## src/rtl/vna_pkg.sv

```systemverilog
// ----------------------------------------------------------------------------
// vna_pkg
// Shared types and constants for the vertex normal accumulator.
// ----------------------------------------------------------------------------
`default_nettype none

package vna_pkg;

  // Default store depth, in vertices.
  localparam int unsigned MAX_VERTICES_DEF = 4096;

  // Fixed field widths.
  localparam int unsigned VIDX_W = 12;  // vertex index on the ports
  localparam int unsigned POS_W  = 24;  // Q16.8 coordinate
  localparam int unsigned NRM_W  = 16;  // Q2.14 normal component

  // Unit normal magnitude in Q2.14.
  localparam logic [14:0] NRM_ONE = 15'd16384;

  typedef enum logic [1:0] {
    KIND_LOAD = 2'd0,
    KIND_TRI  = 2'd1,
    KIND_READ = 2'd2,
    KIND_NONE = 2'd3
  } kind_e;

  typedef enum logic [4:0] {
    ST_IDLE,
    ST_IDX,
    ST_LOAD,
    ST_RDN,
    ST_OUT,
    ST_TRD,
    ST_TCAP,
    ST_DIFF,
    ST_CROSS,
    ST_CROSS_END,
    ST_SUM,
    ST_ABS,
    ST_NORM,
    ST_SQ,
    ST_SQ_END,
    ST_SQRT_INIT,
    ST_SQRT,
    ST_DIV_INIT,
    ST_DIV,
    ST_DIV_FIN,
    ST_WR
  } state_e;

  // Controller to datapath commands.
  typedef struct packed {
    logic       capture;
    logic       idx_en;
    logic       load_wr;
    logic       rdn_en;
    logic       out_load;
    logic       trd_en;
    logic       tcap_en;
    logic       diff_en;
    logic       mul_en;
    logic       sum_en;
    logic       abs_en;
    logic       norm_en;
    logic       sq_en;
    logic       sq_first;
    logic       sqrt_init;
    logic       sqrt_step;
    logic       div_init;
    logic       div_step;
    logic       div_fin;
    logic       nrm_wr;
    logic [1:0] sel;
    logic [2:0] step;
  } cmd_t;

  // Datapath to controller status.
  typedef struct packed {
    kind_e kind;
    logic  mag_zero;
    logic  mag_hi;
    logic  mag_lo;
    logic  out_free;
  } sts_t;

endpackage

`default_nettype wire

```

## src/rtl/vna_ctrl.sv

```systemverilog
// ----------------------------------------------------------------------------
// vna_ctrl
// Sequencer: steps each triangle through reads, cross product, normalize,
// square root, divides and write back; loads and reads take a store access.
// ----------------------------------------------------------------------------
`default_nettype none

module vna_ctrl (
  input  wire logic          clk_i,
  input  wire logic          rst_ni,
  input  wire logic          in_valid_i,
  output logic               in_ready_o,
  input  wire vna_pkg::sts_t sts_i,
  output vna_pkg::cmd_t      cmd_o
);
  import vna_pkg::*;

  state_e     state_q, state_d;
  logic [4:0] cnt_q, cnt_d;
  logic [1:0] k_q, k_d;
  logic [1:0] i_q, i_d;

  always_ff @(posedge clk_i or negedge rst_ni) begin
    if (!rst_ni) begin
      state_q <= ST_IDLE;
      cnt_q   <= '0;
      k_q     <= '0;
      i_q     <= '0;
    end else begin
      state_q <= state_d;
      cnt_q   <= cnt_d;
      k_q     <= k_d;
      i_q     <= i_d;
    end
  end

  // Next state and counters
  always_comb begin
    state_d = state_q;
    cnt_d   = cnt_q;
    k_d     = k_q;
    i_d     = i_q;
    case (state_q)
      ST_IDLE: begin
        if (in_valid_i) state_d = ST_IDX;
      end
      ST_IDX: begin
        cnt_d = '0;
        case (sts_i.kind)
          KIND_LOAD: state_d = ST_LOAD;
          KIND_TRI:  state_d = ST_TRD;
          KIND_READ: state_d = ST_RDN;
          default:   state_d = ST_IDLE;
        endcase
      end
      ST_LOAD: state_d = ST_IDLE;
      ST_RDN:  state_d = ST_OUT;
      ST_OUT: begin
        if (sts_i.out_free) state_d = ST_IDLE;
      end
      ST_TRD:  state_d = ST_TCAP;
      ST_TCAP: begin
        if (cnt_q == 5'd2) begin
          state_d = ST_DIFF;
        end else begin
          cnt_d   = cnt_q + 5'd1;
          state_d = ST_TRD;
        end
      end
      ST_DIFF: begin
        cnt_d   = '0;
        state_d = ST_CROSS;
      end
      ST_CROSS: begin
        if (cnt_q == 5'd5) state_d = ST_CROSS_END;
        else cnt_d = cnt_q + 5'd1;
      end
      ST_CROSS_END: begin
        k_d     = '0;
        state_d = ST_SUM;
      end
      ST_SUM: state_d = ST_ABS;
      ST_ABS: state_d = ST_NORM;
      ST_NORM: begin
        cnt_d = '0;
        if (sts_i.mag_zero) state_d = ST_WR;
        else if (!sts_i.mag_hi && !sts_i.mag_lo) state_d = ST_SQ;
      end
      ST_SQ: begin
        if (cnt_q == 5'd2) state_d = ST_SQ_END;
        else cnt_d = cnt_q + 5'd1;
      end
      ST_SQ_END:    state_d = ST_SQRT_INIT;
      ST_SQRT_INIT: begin
        cnt_d   = '0;
        state_d = ST_SQRT;
      end
      ST_SQRT: begin
        i_d = '0;
        if (cnt_q == 5'd31) state_d = ST_DIV_INIT;
        else cnt_d = cnt_q + 5'd1;
      end
      ST_DIV_INIT: begin
        cnt_d   = '0;
        state_d = ST_DIV;
      end
      ST_DIV: begin
        if (cnt_q == 5'd15) state_d = ST_DIV_FIN;
        else cnt_d = cnt_q + 5'd1;
      end
      ST_DIV_FIN: begin
        if (i_q == 2'd2) begin
          state_d = ST_WR;
        end else begin
          i_d     = i_q + 2'd1;
          state_d = ST_DIV_INIT;
        end
      end
      ST_WR: begin
        if (k_q == 2'd2) begin
          state_d = ST_IDLE;
        end else begin
          k_d     = k_q + 2'd1;
          state_d = ST_SUM;
        end
      end
      default: state_d = ST_IDLE;
    endcase
  end

  // Commands
  always_comb begin
    cmd_o      = '0;
    in_ready_o = 1'b0;
    case (state_q)
      ST_IDLE: begin
        in_ready_o    = 1'b1;
        cmd_o.capture = in_valid_i;
      end
      ST_IDX:  cmd_o.idx_en = 1'b1;
      ST_LOAD: cmd_o.load_wr = 1'b1;
      ST_RDN:  cmd_o.rdn_en = 1'b1;
      ST_OUT:  cmd_o.out_load = sts_i.out_free;
      ST_TRD: begin
        cmd_o.trd_en = 1'b1;
        cmd_o.sel    = cnt_q[1:0];
      end
      ST_TCAP: begin
        cmd_o.tcap_en = 1'b1;
        cmd_o.sel     = cnt_q[1:0];
      end
      ST_DIFF: cmd_o.diff_en = 1'b1;
      ST_CROSS: begin
        cmd_o.mul_en = 1'b1;
        cmd_o.step   = cnt_q[2:0];
      end
      ST_SUM: begin
        cmd_o.sum_en = 1'b1;
        cmd_o.sel    = k_q;
      end
      ST_ABS:  cmd_o.abs_en = 1'b1;
      ST_NORM: cmd_o.norm_en = 1'b1;
      ST_SQ: begin
        cmd_o.sq_en    = 1'b1;
        cmd_o.sq_first = (cnt_q == 5'd0);
        cmd_o.sel      = cnt_q[1:0];
      end
      ST_SQRT_INIT: cmd_o.sqrt_init = 1'b1;
      ST_SQRT:      cmd_o.sqrt_step = 1'b1;
      ST_DIV_INIT: begin
        cmd_o.div_init = 1'b1;
        cmd_o.sel      = i_q;
      end
      ST_DIV: cmd_o.div_step = 1'b1;
      ST_DIV_FIN: begin
        cmd_o.div_fin = 1'b1;
        cmd_o.sel     = i_q;
      end
      ST_WR: begin
        cmd_o.nrm_wr = 1'b1;
        cmd_o.sel    = k_q;
      end
      default: cmd_o = '0;
    endcase
  end

endmodule

`default_nettype wire

```

## config.mk

```make
export PLATFORM = sky130hd
export DESIGN_NAME = vna_ctrl
export DESIGN_NICKNAME = d
export VERILOG_FILES = /design/src/rtl/vna_pkg.sv /design/src/rtl/vna_ctrl.sv
export SDC_FILE = /design/constraint.sdc
export NUM_CORES = 1
export LEC_CHECK = 0
export ABC_AREA = 1
export ABC_CLOCK_PERIOD_IN_PS = 1760
export BUFFER_PORTS_ARGS = -buffer_cell sky130_fd_sc_hd__buf_2
export CAP_MARGIN = 0
export CORE_ASPECT_RATIO = 0.7
export CORE_UTILIZATION = 45
export DETAILED_ROUTE_END_ITERATION = 8
export PLACE_DENSITY = 0.68
export SYNTH_ARGS = -nofsm -noshare
export SYNTH_HDL_FRONTEND = slang
export SYNTH_SLANG_ARGS = --single-unit
```

## constraint.sdc

```tcl
create_clock -name clk_i -period 1.76 [get_ports clk_i]
set_input_delay 0.264 -clock clk_i [delete_from_list [all_inputs] [get_ports clk_i]]
set_output_delay 0.264 -clock clk_i [all_outputs]
set_load 0.05 [all_outputs]
```

==> metrics.txt <==
Clock Latency Late Sink between 200 and 300 ps; Final Hold Viols 0; DRC 5; final setup fails 23; core area 3191 um2; Die ar. 3610 um2; Cell Area, Synth ~1500 um2; Vias between 2,000 and 2,500; Placer Congestion roughly 0.93; Total Routing Usage GR between 30% and 40%; run status finished, violations left; Cells after Synth about 250; pin count of the biggest net entering global routing 15; Critical Path RT approximately 1500 ps; post-synthesis sequential area ratio between 20% and 30%; Design Area, Final between 2000 and 3000 um2; Max Freq around 520 MHz; Util after Layout between 80% and 90%; part of the cycle the worst path needs 108.4%; Non-Filler Instances around 360; most frequent cells in the layout nand2_1 (51), buf_4 (36), inv_1 (33); pre-CTS worst setup slack -46.61 ps; Via density ~5.7; TritonCTS Buffers 3; CTS tree yes; Worst slew margin between 70% and 80%; RSZ-0062 raised after global routing yes; Pre-antenna DRT Iters 7; initial core utilization between 40% and 50%; power density cells 1287 nW/um2; half-perimeter wire length after placement approximately 3.8 mm; clock buffer depth 2; vias in the first global route 1,854; H-tree depth 1; CP Max Fanout 3; placed cells roughly 340; Least-Margin Pin Slew 387.6 ps; kind of critical path reg2out; port buffer count 34; Tmin final between 1500 and 2000 ps; row count 17; Layout Skew 9.581 ps; failing checks design-rule violations, negative setup slack; Routed Antenna Nets 0; Nets 347; # IOs 35; dpl cell area ~2000 um2; CTS Sinks 14; r2r setup slk 20 ps; syn_area_per_cell roughly 6.1 um2; detailed router's first-iteration violation count 202; Worst Setup End Kind output port; Worst-path clk slew 70 ps; Root Buffer clkbuf_8; worst hold slack roughly 350 ps; gr ovfl total 0; WL/cell 17.63 um; syn_nets 269; Worst Hold Class in2reg; worst vdd ir a little over 0.7 mV; Die Height around 51 um; # fillers 175; drt total wl approximately 6.4 mm; initial antenna violation count 0; setup ws final -147.8 ps; WP data arrival ~1600 ps; first-pass GRT wire length 8.735 mm; Synth Register Bits 14; Max Cap Viol 0; fraction of layout cells with a size suffix above 1 about half; die width 71.39 um; Slew Limit Fails 0; Leak around 0.0014 uW; synth unique cells 26; antenna cell count 0; startpoint class of the critical path register; Area Growth Syn to Fin 73.68%; commonest non-fill, non-tap cell in the layout nand2_1; YS warnings 0
through the flow:
stage                     power (uW)  TNS, ps
after floorplan                 1678   -125.0
after global routing            3553    -2391
after CTS                       2794   -307.6
after global placement          2200   -66.55
after detailed placement        2222   -86.90
final                           3389    -1332
power breakdown:
group / leakage (uW) / switching, uW / internal (uW)
clock network: 0.0000288 / 140 / 199
logic: 0.00118 / 1580 / 921
registers: 0.000182 / 142 / 403
sequential cells by signal, indices dropped and copies added, names as in the netlist:
register  flops
cnt_q         5
i_q           2
k_q           2
state_q       5
per-layer routing:
layer | share of wire [%] | GRT usage [%] | routed length [um]
met1 | 40 | 43.14 | 2582
met2 | 43 | 52.06 | 2768
met3 | 10 | 6.024 | 640
met4 | 6.4 | 11.67 | 410
met5 | 0 | 0 | 0
logic make-up after synthesis:
kind of cell	Yosys count	synth area share, %
simple gates	166	51.32
buf+inv	48	12.29
flops	14	23.10
fa+ha+maj	12	9.901
compound gates	7	2.805
xor+xnor	1	0.5777
critical path, stage by stage (launching register included):
cell and delay, ps:
dfrtp_1 440, buf_6 160, nor2_4 140, nand2_2 110
nor2_4 110, inv_2 60, o21ai_4 70, nand2_2 80
nand3_4 90, buf_8 140
final timing paths:
path                            start    endpoint  depth (start not counted)
max                        state_q[0]    cmd_o[3]                          9
min                          sts_i[3]  state_q[4]                          3
max reg2reg                state_q[2]    cnt_q[0]                         12
min reg2reg                  cnt_q[4]    cnt_q[4]                          2
max in group asynchronous      rst_ni    cnt_q[1]                          2
min in group asynchronous      rst_ni      i_q[0]                          2
layout make-up:
type                       instances  area (um2)  area share (%)
multi-input combinational        186        1311           49.79
timing repair buffer              76       689.4           26.18
sequential                        14       356.6           13.54
inverter                          45       173.9           6.603
clock buffer                       4       55.05           2.090
tap                               38       47.55           1.805
what timing repair did:
action,4_1_cts,5_1_grt
resized for setup,69,79
setup buffers,6,9
hold buffers,1,0
gates cloned,0,0
hold endpoints to repair,14,0
pin swaps,9,17
endpoints found under the setup margin,23,33
cell usage after synthesis (all sizes together):
cell / n / share of area (%)
nand2: 73 / 20
nor2: 53 / 16
inv: 45 / 11
nand3: 28 / 10
dfrtp: 14 / 23
ha: 12 / 9.9
nand4: 5 / 2.1
o21ai: 5 / 1.6
buf: 3 / 1.2
nor3: 3 / 1.7
a21oi: 1 / 0.58
nand3b: 1 / 0.50
nor3b: 1 / 0.50
nor4: 1 / 0.41
o2111ai: 1 / 0.58
or2: 1 / 0.41
xor2: 1 / 0.58
Note: power is estimated with default switching activity, not from simulation.
